<file path="src/rtl/core/vld_pkg.sv">
// Shared types and constants for the value list deframer.
// Used by vld_core, vld_rq, the top level and the checker; no dependencies.
`timescale 1ns / 1ps

package vld_pkg;

  localparam int unsigned LengthBitsDefault = 32;
  localparam int unsigned FieldBytes        = 4;
  localparam int unsigned FieldCntW         = $clog2(FieldBytes);
  localparam int unsigned ShiftW            = 8 * (FieldBytes - 1);
  // Result queue depth; a power of two, at least two.
  localparam int unsigned ResQDepth         = 4;

  typedef enum logic [2:0] {
    PH_MODE,
    PH_COUNT,
    PH_FSIZE,
    PH_FPAY,
    PH_VSIZE,
    PH_VPAY,
    PH_DONE
  } phase_e;

  typedef enum logic [2:0] {
    KIND_HEADER = 3'd0,
    KIND_BYTE   = 3'd1,
    KIND_EMPTY  = 3'd2,
    KIND_ACCEPT = 3'd3,
    KIND_ERROR  = 3'd4
  } kind_e;

  typedef enum logic [2:0] {
    ERR_NO_HEADER  = 3'd0,
    ERR_NO_FSIZE   = 3'd1,
    ERR_FPAY_SHORT = 3'd2,
    ERR_SIZE_SHORT = 3'd3,
    ERR_VPAY_SHORT = 3'd4,
    ERR_TRAILING   = 3'd5
  } err_e;

  typedef struct packed {
    kind_e       kind;
    logic [7:0]  payload_byte;
    logic [31:0] element_index;
    logic        element_end;
    logic [31:0] item_count;
    logic [31:0] fixed_size;
    logic        variable_mode;
    err_e        error_code;
    logic        last_result;
  } result_t;

  // Up to two results written per accepted item, first in order.
  typedef struct packed {
    logic [1:0] num;
    result_t    first;
    result_t    second;
  } res_wr_t;

  function automatic result_t blank_result(kind_e k);
    result_t r;
    r      = '0;
    r.kind = k;
    return r;
  endfunction

endpackage

</file>
<file path="src/rtl/core/value_list_deframer.sv">
// Top level of the value list deframer: parser plus result queue.
// Depends on vld_pkg, vld_core and vld_rq.
//
//   channel | handshake             | payload
//   --------+-----------------------+---------------------------------------------
//   in      | in_valid_i/in_ready_o | data_byte_i, blob_end_i, no_byte_i
//   out     | out_valid_o/out_ready_i | kind_o .. error_code_o, last_result_o
//
// One input item per cycle while in_ready_o is high; results enter the queue.
// An item gives up to two results; the output drains one result per transfer.
// A four-entry result queue parts the two sides; in_ready_o drops when fewer
// than two are free; the rate is one result per cycle while out_ready_i is high.
// Reset clears all parser state at once; no clearing pass is needed.
`timescale 1ns / 1ps

module value_list_deframer import vld_pkg::*; #(
  parameter int unsigned LENGTH_BITS = LengthBitsDefault
) (
  input  logic        clk_i,
  input  logic        rst_ni,
  input  logic        in_valid_i,
  output logic        in_ready_o,
  input  logic [7:0]  data_byte_i,
  input  logic        blob_end_i,
  input  logic        no_byte_i,
  output logic        out_valid_o,
  input  logic        out_ready_i,
  output logic [2:0]  kind_o,
  output logic [7:0]  payload_byte_o,
  output logic [31:0] element_index_o,
  output logic        element_end_o,
  output logic [31:0] item_count_o,
  output logic [31:0] fixed_size_o,
  output logic        variable_mode_o,
  output logic [2:0]  error_code_o,
  output logic        last_result_o
);

  res_wr_t wr;
  result_t head;
  logic    accept;

  assign accept = in_valid_i && in_ready_o;

  vld_core #(
    .LENGTH_BITS(LENGTH_BITS)
  ) u_core (
    .clk_i       (clk_i),
    .rst_ni      (rst_ni),
    .accept_i    (accept),
    .data_byte_i (data_byte_i),
    .blob_end_i  (blob_end_i),
    .no_byte_i   (no_byte_i),
    .wr_o        (wr)
  );

  vld_rq u_rq (
    .clk_i       (clk_i),
    .rst_ni      (rst_ni),
    .wr_i        (wr),
    .space2_o    (in_ready_o),
    .out_valid_o (out_valid_o),
    .out_ready_i (out_ready_i),
    .head_o      (head)
  );

  assign kind_o          = head.kind;
  assign payload_byte_o  = head.payload_byte;
  assign element_index_o = head.element_index;
  assign element_end_o   = head.element_end;
  assign item_count_o    = head.item_count;
  assign fixed_size_o    = head.fixed_size;
  assign variable_mode_o = head.variable_mode;
  assign error_code_o    = head.error_code;
  assign last_result_o   = head.last_result;

endmodule

</file>
<file path="src/rtl/core/vld_rq.sv">
// Result queue: takes up to two results per cycle, gives one per transfer.
// Depends on vld_pkg.
`timescale 1ns / 1ps

module vld_rq import vld_pkg::*; (
  input  logic    clk_i,
  input  logic    rst_ni,
  input  res_wr_t wr_i,
  output logic    space2_o,
  output logic    out_valid_o,
  input  logic    out_ready_i,
  output result_t head_o
);

  localparam int unsigned PtrW = $clog2(ResQDepth);
  localparam int unsigned CntW = $clog2(ResQDepth + 1);

  result_t             mem_q [ResQDepth];
  logic [PtrW-1:0]     wp_q, wp_d, rp_q, rp_d;
  logic [CntW-1:0]     cnt_q, cnt_d;
  logic                pop;

  assign out_valid_o = (cnt_q != '0);
  assign pop         = out_valid_o && out_ready_i;
  assign space2_o    = (cnt_q <= CntW'(ResQDepth - 2));
  assign head_o      = mem_q[rp_q];

  always_comb begin
    wp_d  = wp_q + PtrW'(wr_i.num);
    rp_d  = rp_q + PtrW'(pop);
    cnt_d = cnt_q + CntW'(wr_i.num) - CntW'(pop);
  end

  always_ff @(posedge clk_i or negedge rst_ni) begin
    if (!rst_ni) begin
      wp_q  <= '0;
      rp_q  <= '0;
      cnt_q <= '0;
    end else begin
      wp_q  <= wp_d;
      rp_q  <= rp_d;
      cnt_q <= cnt_d;
    end
  end

  always_ff @(posedge clk_i) begin
    if (wr_i.num != 2'd0) begin
      mem_q[wp_q] <= wr_i.first;
    end
    if (wr_i.num == 2'd2) begin
      mem_q[wp_q + PtrW'(1)] <= wr_i.second;
    end
  end

endmodule

</file>
<file path="src/rtl/core/vld_core.sv">
// Framing parser: at most one blob byte per accepted item, up to two results out.
// Depends on vld_pkg; results go to vld_rq.
`timescale 1ns / 1ps

module vld_core import vld_pkg::*; #(
  parameter int unsigned LENGTH_BITS = LengthBitsDefault
) (
  input  logic       clk_i,
  input  logic       rst_ni,
  input  logic       accept_i,
  input  logic [7:0] data_byte_i,
  input  logic       blob_end_i,
  input  logic       no_byte_i,
  output res_wr_t    wr_o
);

  phase_e                 phase_q, phase_d;
  logic [FieldCntW-1:0]   fcnt_q, fcnt_d;
  logic [ShiftW-1:0]      fshift_q, fshift_d;
  logic                   mvar_q, mvar_d;
  logic [LENGTH_BITS-1:0] count_q, count_d;
  logic [LENGTH_BITS-1:0] size_q, size_d;
  logic [LENGTH_BITS-1:0] done_q, done_d;
  logic [LENGTH_BITS-1:0] left_q, left_d;
  logic                   trail_q, trail_d;

  logic [8*FieldBytes-1:0] fld_full_word;
  logic [LENGTH_BITS-1:0]  fld_val;
  logic                    fld_last;
  logic [LENGTH_BITS-1:0]  done_inc;
  logic [LENGTH_BITS-1:0]  left_dec;
  logic                    has_byte_res;
  logic                    has_end_res;
  result_t                 byte_res;
  result_t                 end_res;

  assign fld_full_word = {data_byte_i, fshift_q};
  assign fld_val       = fld_full_word[LENGTH_BITS-1:0];
  assign fld_last      = (fcnt_q == FieldCntW'(FieldBytes - 1));
  assign done_inc      = done_q + LENGTH_BITS'(1);
  assign left_dec      = left_q - LENGTH_BITS'(1);

  always_comb begin
    phase_d      = phase_q;
    fcnt_d       = fcnt_q;
    fshift_d     = fshift_q;
    mvar_d       = mvar_q;
    count_d      = count_q;
    size_d       = size_q;
    done_d       = done_q;
    left_d       = left_q;
    trail_d      = trail_q;
    has_byte_res = 1'b0;
    has_end_res  = 1'b0;
    byte_res     = blank_result(KIND_HEADER);
    end_res      = blank_result(KIND_ACCEPT);

    if (accept_i && !no_byte_i) begin
      // Gather 32-bit little-endian fields; clear the gather on the last byte.
      if (phase_q == PH_COUNT || phase_q == PH_FSIZE || phase_q == PH_VSIZE) begin
        if (fld_last) begin
          fcnt_d   = '0;
          fshift_d = '0;
        end else begin
          fcnt_d   = fcnt_q + FieldCntW'(1);
          fshift_d = fshift_q | (ShiftW'(data_byte_i) << {fcnt_q, 3'b000});
        end
      end

      case (phase_q)
        PH_MODE: begin
          mvar_d   = (data_byte_i != 8'd0);
          fcnt_d   = '0;
          fshift_d = '0;
          phase_d  = PH_COUNT;
        end
        PH_COUNT: begin
          if (fld_last) begin
            count_d = fld_val;
            done_d  = '0;
            if (mvar_q) begin
              has_byte_res           = 1'b1;
              byte_res.item_count    = 32'(fld_val);
              byte_res.variable_mode = 1'b1;
              phase_d = (fld_val == '0) ? PH_DONE : PH_VSIZE;
            end else begin
              phase_d = PH_FSIZE;
            end
          end
        end
        PH_FSIZE: begin
          if (fld_last) begin
            size_d              = fld_val;
            has_byte_res        = 1'b1;
            byte_res.item_count = 32'(count_q);
            byte_res.fixed_size = 32'(fld_val);
            if (count_q == '0 || fld_val == '0) begin
              phase_d = PH_DONE;
            end else begin
              left_d  = fld_val;
              phase_d = PH_FPAY;
            end
          end
        end
        PH_FPAY, PH_VPAY: begin
          has_byte_res           = 1'b1;
          byte_res               = blank_result(KIND_BYTE);
          byte_res.payload_byte  = data_byte_i;
          byte_res.element_index = 32'(done_q);
          byte_res.element_end   = (left_dec == '0);
          left_d                 = left_dec;
          if (left_dec == '0) begin
            done_d = done_inc;
            if (phase_q == PH_FPAY) begin
              left_d = size_q;
            end
            if (done_inc == count_q) begin
              phase_d = PH_DONE;
            end else begin
              phase_d = (phase_q == PH_FPAY) ? PH_FPAY : PH_VSIZE;
            end
          end
        end
        PH_VSIZE: begin
          if (fld_last) begin
            if (fld_val == '0) begin
              has_byte_res           = 1'b1;
              byte_res               = blank_result(KIND_EMPTY);
              byte_res.element_index = 32'(done_q);
              byte_res.element_end   = 1'b1;
              done_d                 = done_inc;
              phase_d = (done_inc == count_q) ? PH_DONE : PH_VSIZE;
            end else begin
              left_d  = fld_val;
              phase_d = PH_VPAY;
            end
          end
        end
        default: begin
          trail_d = 1'b1;
        end
      endcase
    end

    if (accept_i && blob_end_i) begin
      has_end_res = 1'b1;
      end_res     = blank_result(KIND_ERROR);
      case (phase_d)
        PH_MODE, PH_COUNT: end_res.error_code = ERR_NO_HEADER;
        PH_FSIZE:          end_res.error_code = ERR_NO_FSIZE;
        PH_FPAY:           end_res.error_code = ERR_FPAY_SHORT;
        PH_VSIZE:          end_res.error_code = ERR_SIZE_SHORT;
        PH_VPAY:           end_res.error_code = ERR_VPAY_SHORT;
        default: begin
          if (trail_d) begin
            end_res.error_code = ERR_TRAILING;
          end else begin
            end_res = blank_result(KIND_ACCEPT);
          end
        end
      endcase
      // Return to the idle state for the next blob.
      phase_d  = PH_MODE;
      fcnt_d   = '0;
      fshift_d = '0;
      mvar_d   = 1'b0;
      count_d  = '0;
      size_d   = '0;
      done_d   = '0;
      left_d   = '0;
      trail_d  = 1'b0;
    end

    wr_o        = '0;
    wr_o.second = blank_result(KIND_HEADER);
    if (has_byte_res && has_end_res) begin
      wr_o.num                = 2'd2;
      wr_o.first              = byte_res;
      wr_o.second             = end_res;
      wr_o.second.last_result = 1'b1;
    end else if (has_byte_res) begin
      wr_o.num               = 2'd1;
      wr_o.first             = byte_res;
      wr_o.first.last_result = 1'b1;
    end else if (has_end_res) begin
      wr_o.num               = 2'd1;
      wr_o.first             = end_res;
      wr_o.first.last_result = 1'b1;
    end else begin
      wr_o.num   = 2'd0;
      wr_o.first = byte_res;
    end
  end

  always_ff @(posedge clk_i or negedge rst_ni) begin
    if (!rst_ni) begin
      phase_q  <= PH_MODE;
      fcnt_q   <= '0;
      fshift_q <= '0;
      mvar_q   <= 1'b0;
      count_q  <= '0;
      size_q   <= '0;
      done_q   <= '0;
      left_q   <= '0;
      trail_q  <= 1'b0;
    end else begin
      phase_q  <= phase_d;
      fcnt_q   <= fcnt_d;
      fshift_q <= fshift_d;
      mvar_q   <= mvar_d;
      count_q  <= count_d;
      size_q   <= size_d;
      done_q   <= done_d;
      left_q   <= left_d;
      trail_q  <= trail_d;
    end
  end

endmodule

</file>
<file path="config.mk">
export PLATFORM = sky130hd
export DESIGN_NAME = value_list_deframer
export DESIGN_NICKNAME = d
export VERILOG_FILES = /design/src/rtl/core/vld_pkg.sv /design/src/rtl/core/value_list_deframer.sv /design/src/rtl/core/vld_rq.sv /design/src/rtl/core/vld_core.sv
export SDC_FILE = /design/constraint.sdc
export NUM_CORES = 1
export LEC_CHECK = 0
export ABC_AREA = 1
export BUFFER_PORTS_ARGS = -buffer_cell sky130_fd_sc_hd__buf_2
export CELL_PAD_IN_SITES_DETAIL_PLACEMENT = 1
export CELL_PAD_IN_SITES_GLOBAL_PLACEMENT = 1
export CORE_MARGIN = 10
export CORE_UTILIZATION = 41
export CTS_CLUSTER_SIZE = 28
export DETAILED_ROUTE_END_ITERATION = 10
export HOLD_SLACK_MARGIN = 0.02
export PLACE_DENSITY = 0.74
export REMOVE_ABC_BUFFERS = 1
export SLEW_MARGIN = 20
export SYNTH_ARGS = -nofsm -noshare
export SYNTH_HDL_FRONTEND = slang
export SYNTH_SLANG_ARGS = --single-unit
</file>
<file path="constraint.sdc">
create_clock -name clk_i -period 7.2 [get_ports clk_i]
set_input_delay 0.36 -clock clk_i [delete_from_list [all_inputs] [get_ports clk_i]]
set_output_delay 0.36 -clock clk_i [all_outputs]
set_load 0.005 [all_outputs]
</file>
### Yosys cells after proc, flatten, opt, wreduce, memory -nomap -nowiden

Memory sizes are Yosys's and may differ from the RTL's.
Index checks and enable logic that the tools add are counted.

| word-level totals | value |
|---|---|
| register bits after elaboration | 166 |
| bits in latches | 0 |
| RAM bits | 452 |
| bits in read-only memories | 0 |
| input bits | 14 |
| word-level logic and storage cells | 164 |
| memories kept | 1 |

Memories:

| memory | depth | bits a word | read ports | clocked after memory_dff | wr ports | line | RTL |
|---|---|---|---|---|---|---|---|
| u_rq.mem_q | 4 | 113 | 1 | 0 | 2 | vld_rq.sv:18 | `result_t mem_q [ResQDepth];` |

| operators by class | value |
|---|---|
| add/subtract/negate cells | 8 |
| multipliers | 0 |
| divide/modulo/power cells | 0 |
| order comparisons | 1 |
| eq/ne operators | 20 |
| shifts and indexed selects | 1 |
| mux-type cells | 85 |
| bitwise operators | 1 |
| reductions and logical operators | 35 |

Operator list:

| kind | number |
|---|---|
| two-way mux 32 bit | 23 |
| two-way mux 113 bit | 4 |
| case mux 32 bit (3 select lines) | 3 |
| two-way mux 115 bit | 2 |
| two-way mux 109 bit | 2 |
| two-way mux 24 bit | 5 |
| two-way mux 114 bit | 1 |
| two-way mux 112 bit | 1 |
| zero test 32 bit | 3 |
| case mux 44 bit (2 select lines) | 1 |
| two-way mux 64 bit | 1 |
| case mux 32 bit (2 select lines) | 1 |
| two-way mux 3 bit | 12 |
| adder 32 x 1 -> 32 bit (second input constant) | 1 |
| == test 32 bit | 1 |
| subtractor 32 x 1 -> 32 bit (second input constant) | 1 |
| case mux 3 bit (5 select lines) | 2 |
| OR 24 bit | 1 |
| << shifter 8 x 5 -> 24 bit | 1 |
| two-way mux 1 bit | 17 |
| two-way mux 2 bit | 7 |
| == test 3 x 2 -> 1 bit (second input constant) | 4 |
| == test 3 bit (second input constant) | 4 |
| AND reduction 6 bit | 2 |
| other kinds (26) | 51 |

### Longest topological paths before layout

Gate-level depths: netlist of the first run.

| depth | value |
|---|---|
| word-level depth | 17 |
| mapped depth | 24 |

### Cells and area by module

Synthesis of the first run repeated with hierarchy kept, for this count alone.

| second synthesis, totals | value |
|---|---|
| cell total of the unflattened synthesis | 4258 |
| area, all modules | 34987.3 um^2 |

By module, submodules not included:

| module | times used | cells each | area an instance (um^2) |
|---|---|---|---|
| vld_rq | 1 | 2387 | 22653.0 |
| vld_core | 1 | 1869 | 12326.8 |
| value_list_deframer | 1 | 2 | 7.5 |

### Least setup slack after synthesis of the first run

No wires, ideal clock.

| timing path | value |
|---|---|
| path kind | reg2reg |
| from | reg u_core.phase_q[0] |
| to | mem u_rq.mem_q[3][0] (netlist name) (enable) |
| arrival time | 2913 ps |
| required time | 6876 ps |
| path slack | 3964 ps |
| stages on the path, launching flop included | 19 |
| buffers on the path | 3 |
| period minus slack after synthesis | 3236 ps |
| path through | dfrtp_1 inv_1 nor2_1 inv_1 nor2_1 inv_1 nor2_1 nand2_1 inv_1 nor4_1 nor2_1 inv_1 ha_1 nor3_1 inv_1 clkbuf_1 clkbuf_1 clkbuf_1 nand2_1 |

RTL lines:

| element | line | RTL |
|---|---|---|
| from (decl) | vld_core.sv:17 | `phase_e phase_q, phase_d;` |
| from (signal assigned) | vld_core.sv:207 | `phase_q <= phase_d;` |
| to (decl) | vld_rq.sv:18 |  |

==> results.ini, run 1 <==
[timing]
finalCriticalPeriod_ns = 4.592
drv_slew = 0
setup-violations-final = 0
period_share_pct = 63.77
fin_worst_skew_ns = 0.02629
hold_viol = 0
rsz0062_at_grt = false
max_freq_ghz = 0.2178
slew_headroom_pct = 22.03
max_slew.worst_pin.slew_ns = 1.169
worst_slack_ns = 2.608
finalSetupTns_ns = 0

[synthesis]
synth_ff_type = dfxtp_1
synth_edf_count = 28
netlist_instances = 3920
avgSynthCellArea_sq_um = 7.320
synth_top_area_cell = dfxtp_1
synth.distinct_cells = 43
syn-cell-area_sq_mm = 0.02870
synthTopCellsByArea = dfxtp_1 (30%), dfrtp_1 (14%), o21ai_0 (14%), nand3_1 (9.6%), nand2_1 (8.0%)
synth_commonest_cells = o21ai_0 (791), nand2_1 (611), nand3_1 (549)
ys_ff_latch = 618
synth_top_cell_area_share_pct = 29.58
post-synth-top-count-cell = o21ai_0
seq_area_frac_synth_pct = 46.99
async_reset_ff_share_pct = 26.86
yosysWarnings = 0

[worst_setup_path]
worst_setup_path_end_kind = register
startpoint_type = register
required_ns = 7.65
crit_arrival_ns = 5.04
setup.worst_path.class = register to register
r2r_cells = 14
cp_max_fo = 155

[final_layout]
syn2layout_area_growth_pct = 12.51
fin_cells = 4878
final_util_pct = 46.83
drive_gt1_share_pct = 8.462
register_area_sq_mm = 0.01349
final_nets = 3917
multi_input_area_sq_mm = 0.01333
antennaDiodeCount = 0
num-fill-cells = 8718

[drt]
avgRoutedWirePerCell_microns = 22.29
wirelength_microns = 108700
drc = 0
vias_per_cell = 5.885
vias = 28706
firstDrtPassIters = 5
antenna_left = 0
initialDrtViolationCount = 2250

[placement]
place.gp.congestion = 0.9508
detailed_place_hpwl_microns = 71860
port_buffers = 128
dp.cells = 4746
pre_cts_slack_ns = 2.704

[floorplanning]
die_area_sq_mm = 0.08097
rows = 96
core_area_sq_mm = 0.06895
start_util_pct = 41.62
die_h_microns = 284.6
fp.dieW_microns = 284.6
io_pins = 129

[clock_network]
cts_resized = 0
clock_latency_ns = 0.62
cts.sinks = 618
cts_setup_buffers = 0
clock_path_buffers = 3
cts_tree = done
htreeDepth = 3
cts_buffers = 72
path_clk_slew_ns = 0.06
cts_root_buf = clkbuf_16

[hold_path]
hold_path_depth = 3
min_path_type = input port to register

[pwr]
power_density_mw_per_mm2 = 402.9
power_mw = 13.01
p_leak_nw = 12.70
ir_drop_mv = 0.2123

[global_route]
grt_antenna_before_repair = 1
grt_usage_pct = 26.03
grt_pass1_vias = 28525
grt_max_degree = 156
grt.overflow.total = 0
grt_pass1_wl_microns = 170000

[job]
max_cap_viol_count = 0

[status]
status = completed

[worst paths after layout]
kind                                                  from                               to  slack [ns]
setup / recovery           u_core.fshift_q[22]$_DFFE_PN0P_   u_rq.mem_q[3][18]$_SDFFE_PP0P_        2.61
hold / removal                              data_byte_i[4]  u_core.fshift_q[12]$_DFFE_PN0P_        0.12
setup reg to reg           u_core.fshift_q[22]$_DFFE_PN0P_   u_rq.mem_q[3][18]$_SDFFE_PP0P_        2.61
hold reg to reg               u_core.size_q[2]$_DFFE_PN0P_     u_core.size_q[2]$_DFFE_PN0P_        0.48
max in group asynchronous                           rst_ni           u_rq.rp_q[1]$_DFF_PN0_        5.48
min in group asynchronous                           rst_ni           u_rq.wp_q[0]$_DFF_PN0_        0.30
[routing by layer]
layer	global-route usage (%)	vias up	part of all wire, %
li1	-	13356	-
met1	35.10	14363	45
met2	42.81	814	47
met3	3.231	173	5.8
met4	8.215	0	2.8
met5	0	-	0
[cell families (layout without fill, tap and decap cells)]
group                      Yosys count  in the layout  synth area share (%)
and+or+nand+nor                   1694           1694                 25.61
xor gates and xnor gates             6              6                0.1831
DFF                                618            618                 46.99
AOI/OAI and AO/OA                 1084           1084                 20.01
buffers and inverters              506            533                 6.667
adders and majority gates           12             12                0.5494
[critical path, cell delays in order, from the launching register on]
cell     delay (ns)
dfrtp_1        0.54
nor4_1         0.38
nand3_1        0.13
nor2_1         0.27
nand2_1        0.11
nor2_1         0.18
nor4_1         0.07
nor2_1         0.33
inv_1          0.10
ha_1           0.27
nor3_1         0.71
inv_8          0.46
buf_4          0.49
nand3_1        0.14
o21ai_0        0.11
[placed cells by master (no fill, tap or decap), types with 77 or more instances in the layout]
master | synthesis | layout
a21oi_1 | 83 | 82
buf_2 | 5 | 127
clkbuf_16 | 0 | 77
dfrtp_1 | 166 | 164
dfxtp_1 | 424 | 424
inv_1 | 226 | 221
nand2_1 | 611 | 610
nand3_1 | 549 | 548
nor2_1 | 429 | 426
o21ai_0 | 791 | 791
o22ai_1 | 150 | 150
[sequential cells by signal, indices dropped and copies added (netlist names)]
signal,flops
u_core.mvar_q,1
u_core.left_q,32
u_core.trail_q,1
u_core.size_q,32
u_core.fshift_q,24
u_rq.cnt_q,3
u_core.phase_q,3
u_rq.mem_q,452
u_core.count_q,32
u_core.done_q,32
u_core.fcnt_q,2
u_rq.wp_q,2
u_rq.rp_q,2
[power by group]
group | total, mW | internal (mW) | switching [mW]
Sequential | 4.59 | 3.90 | 0.684
Combinational | 4.66 | 1.44 | 3.22
Clock | 3.76 | 2.24 | 1.52
[through the flow]
stage / hold WS, ns / cell area, sq um
floorplan: 0.06441 / 27670
global placement: 0.3758 / 29820
detailed placement: 0.3828 / 29830
CTS: 0.08749 / 32250
global route: 0.1125 / 32280
finish: 0.1195 / 32280
[layout make-up]
cell class | instances | share of cell area, %
clock buffer | 111 | 6.891
clock inverter | 19 | 0.5930
inverter | 237 | 2.876
multi-input combinational | 2796 | 41.29
sequential | 618 | 41.79
tap | 931 | 3.608
timing repair buffer | 166 | 2.957
[timing repair]
item,4_1_cts,5_1_grt
hold buffers,1,0
endpoints found under the hold margin,59,0
endpoints found under the setup margin,0,0
(Power assumes the default switching activity.)
==> run 2, diff against run 1 <==
clock period = 4.6 ns   (was 7.2 ns; I/O delays follow)
==> run 2 against run 1 <==
  * Sequential power is 54% higher
  * Register-to-register slack worse by 2.2 ns
  * Non-clock buffer count is 19 higher
  * First-iteration DRC count is 5.0% lower
  * Power is 57% higher
  * Design area is 0.59% higher
  * Clock skew is 0.0062 ns higher
  * Count of clock-buffer cells in the layout is 10 lower
  * Cell count is 0.37% higher
  * Largest power group unchanged
  * Highest routed layer is now met5
==> results.ini, run 2 (synthesized netlist as in run 1, its figures left out) <==
[timing]
drv_slew = 0
period_share_pct = 92.34
rsz0062_at_grt = false
fin_worst_skew_ns = 0.03246
setup-violations-final = 0
hold_viol = 0
finalSetupTns_ns = 0
max_slew.worst_pin.slew_ns = 1.063
finalCriticalPeriod_ns = 4.248
slew_headroom_pct = 29.16
max_freq_ghz = 0.2354

[pwr]
p_seq_share_pct = 34.6
combPwrFrac_pct = 37.1
power_density_mw_per_mm2 = 628.0
net-switching-power_mw = 8.565
ir_drop_mv = 0.3918
pwr-share-clk_pct = 28.3
p_leak_nw = 12.81
power_mw = 20.40
p_int_mw = 11.83
power.share.switching_pct = 42.00

[drt]
avgRoutedWirePerCell_microns = 22.25
firstDrtPassIters = 5
initialDrtViolationCount = 2138
vias_per_cell = 5.837
vias = 28579
drc = 0
wirelength_microns = 108900
antenna_left = 0

[hold_path]
min_path_type = input port to register
holdCritStartpoint = data_byte_i[4]

[clock_network]
cts_buffers = 71
clock_latency_ns = 0.62
path_clk_slew_ns = 0.06
cts_setup_buffers = 0
ctsHoldBuffers = 6
htreeDepth = 3
cts_root_buf = clkbuf_16
cts_resized = 0
cts.sinks = 618
cts_tree = done
clock_path_buffers = 3

[final_layout]
largest_reg_flops = 452
num-fill-cells = 8676
fin_cells = 4896
final_cell_mix = o21ai_0 (791), nand2_1 (610), nand3_1 (548), nor2_1 (426), dfxtp_1 (424)
final_util_pct = 47.10
largest_register = u_rq.mem_q
drive_gt1_share_pct = 8.703
final_nets = 3935
layout_commonest_cell = o21ai_0
syn2layout_area_growth_pct = 13.17

[worst_setup_path]
crit_end = u_rq.mem_q[3][72]$_SDFFE_PP0P_
required_ns = 5.07
r2r_cells = 15
reg2reg_to = u_rq.mem_q[3][72]$_SDFFE_PP0P_
rr_startpoint = u_core.fshift_q[14]$_DFFE_PN0P_
crit_arrival_ns = 4.72
cp_max_fo = 123
setup.worst_path.class = input port to register
critPathLaunch = data_byte_i[7]
rrSetupSlack_ns = 0.38
startpoint_type = input port
worst_setup_path_end_kind = register

[floorplanning]
start_util_pct = 41.62
core_area_sq_mm = 0.06895
rows = 96
die_area_sq_mm = 0.08097
fp.dieW_microns = 284.6
io_pins = 129
die_h_microns = 284.6

[placement]
dp.cells = 4761
detailed_place_hpwl_microns = 71140
place.gp.congestion = 0.9654
port_buffers = 128

[status]
status = completed

[global_route]
grt.overflow.total = 0
grt_usage_pct = 26.01
grt_max_degree = 188
grt_antenna_before_repair = 2
grt_pass1_wl_microns = 170100
grt_pass1_vias = 28529

[job]
max_cap_viol_count = 0

==> run 2: cell count changes in the layout (fill, tap and decap cells not counted), moves of 2 or more <==
cell | previous run | this run
buf_12 | 0 | 10
buf_4 | 36 | 41
clkbuf_8 | 17 | 7
clkinv_2 | 10 | 16
clkinv_8 | 0 | 3
clkinvlp_4 | 2 | 4
dlygate4sd3_1 | 1 | 6
inv_6 | 8 | 6
==> run 2: metal layers <==
metal  wire [microns]  vias up  GRT usage [%]
met5               13        -              0
met4             2311        2          6.628
met3             5604      146          3.160
met2            51010      748          42.85
met1            49990    14280          35.64
li1                 -    13403              -
==> run 2: power groups by stage <==
stage	Clock, mW	Sequential (mW)	Combinational [mW]
finish	5.78	7.06	7.56
global route	6.09	7.14	8.43
CTS	5.86	7.02	7.60
detailed placement	0	7.11	7.53
global placement	0	7.10	7.44
floorplan	0	6.94	4.41
==> run 2: how the worst min path moves through the flow <==
stage / to / slack [ns] / cells after the start
3_5_place_dp: u_rq.cnt_q[0]$_DFF_PN0_ / 0.36 / 1
5_1_grt: u_core.fshift_q[14]$_DFFE_PN0P_ / 0.06 / 3
2_1_floorplan: u_core.count_q[0]$_DFFE_PN0P_ / -0.07 / 0
6_report: u_core.size_q[28]$_DFFE_PN0P_ / 0.05 / 3
4_1_cts: u_core.size_q[28]$_DFFE_PN0P_ / 0.04 / 3
3_3_place_gp: u_rq.cnt_q[0]$_DFF_PN0_ / 0.36 / 1
==> run 2: area by class of cell <==
class                      instances  area, sq um  share of cell area [%]
clock inverter                    27        282.8                  0.8707
inverter                         237        925.9                   2.851
tap                              931         1165                   3.587
sequential                       618        13490                   41.54
clock buffer                     101         2066                   6.361
multi-input combinational       2796        13330                   41.04
antenna                            1        2.502                0.007706
timing repair buffer             185         1215                   3.741
==> run 2: worst max-delay path: stages <==
cell and delay [ns]:
dlygate4sd3_1 0.58, buf_2 0.23, inv_1 0.13, nand4_1 0.10
nor2_1 0.35, nand3_1 0.16, nor2_1 0.32, nand2_1 0.14
nor2_1 0.19, nor4_1 0.08, nor2_1 0.28, inv_1 0.10
ha_1 0.25, nor3_1 0.22, buf_4 0.18, inv_6 0.20
buf_4 0.48, nand3_1 0.13, o21ai_0 0.10
==> run 2: metrics by stage <==
stage               area, sq um  hold slack [ns]  setup slack [ns]
floorplan                 27670         -0.06559            -4.050
global placement          30060           0.3633            0.6557
detailed placement        30060           0.3605            0.5787
CTS                       32470          0.03683            0.5670
global route              32470          0.06377            0.1911
finish                    32470          0.05014            0.3525
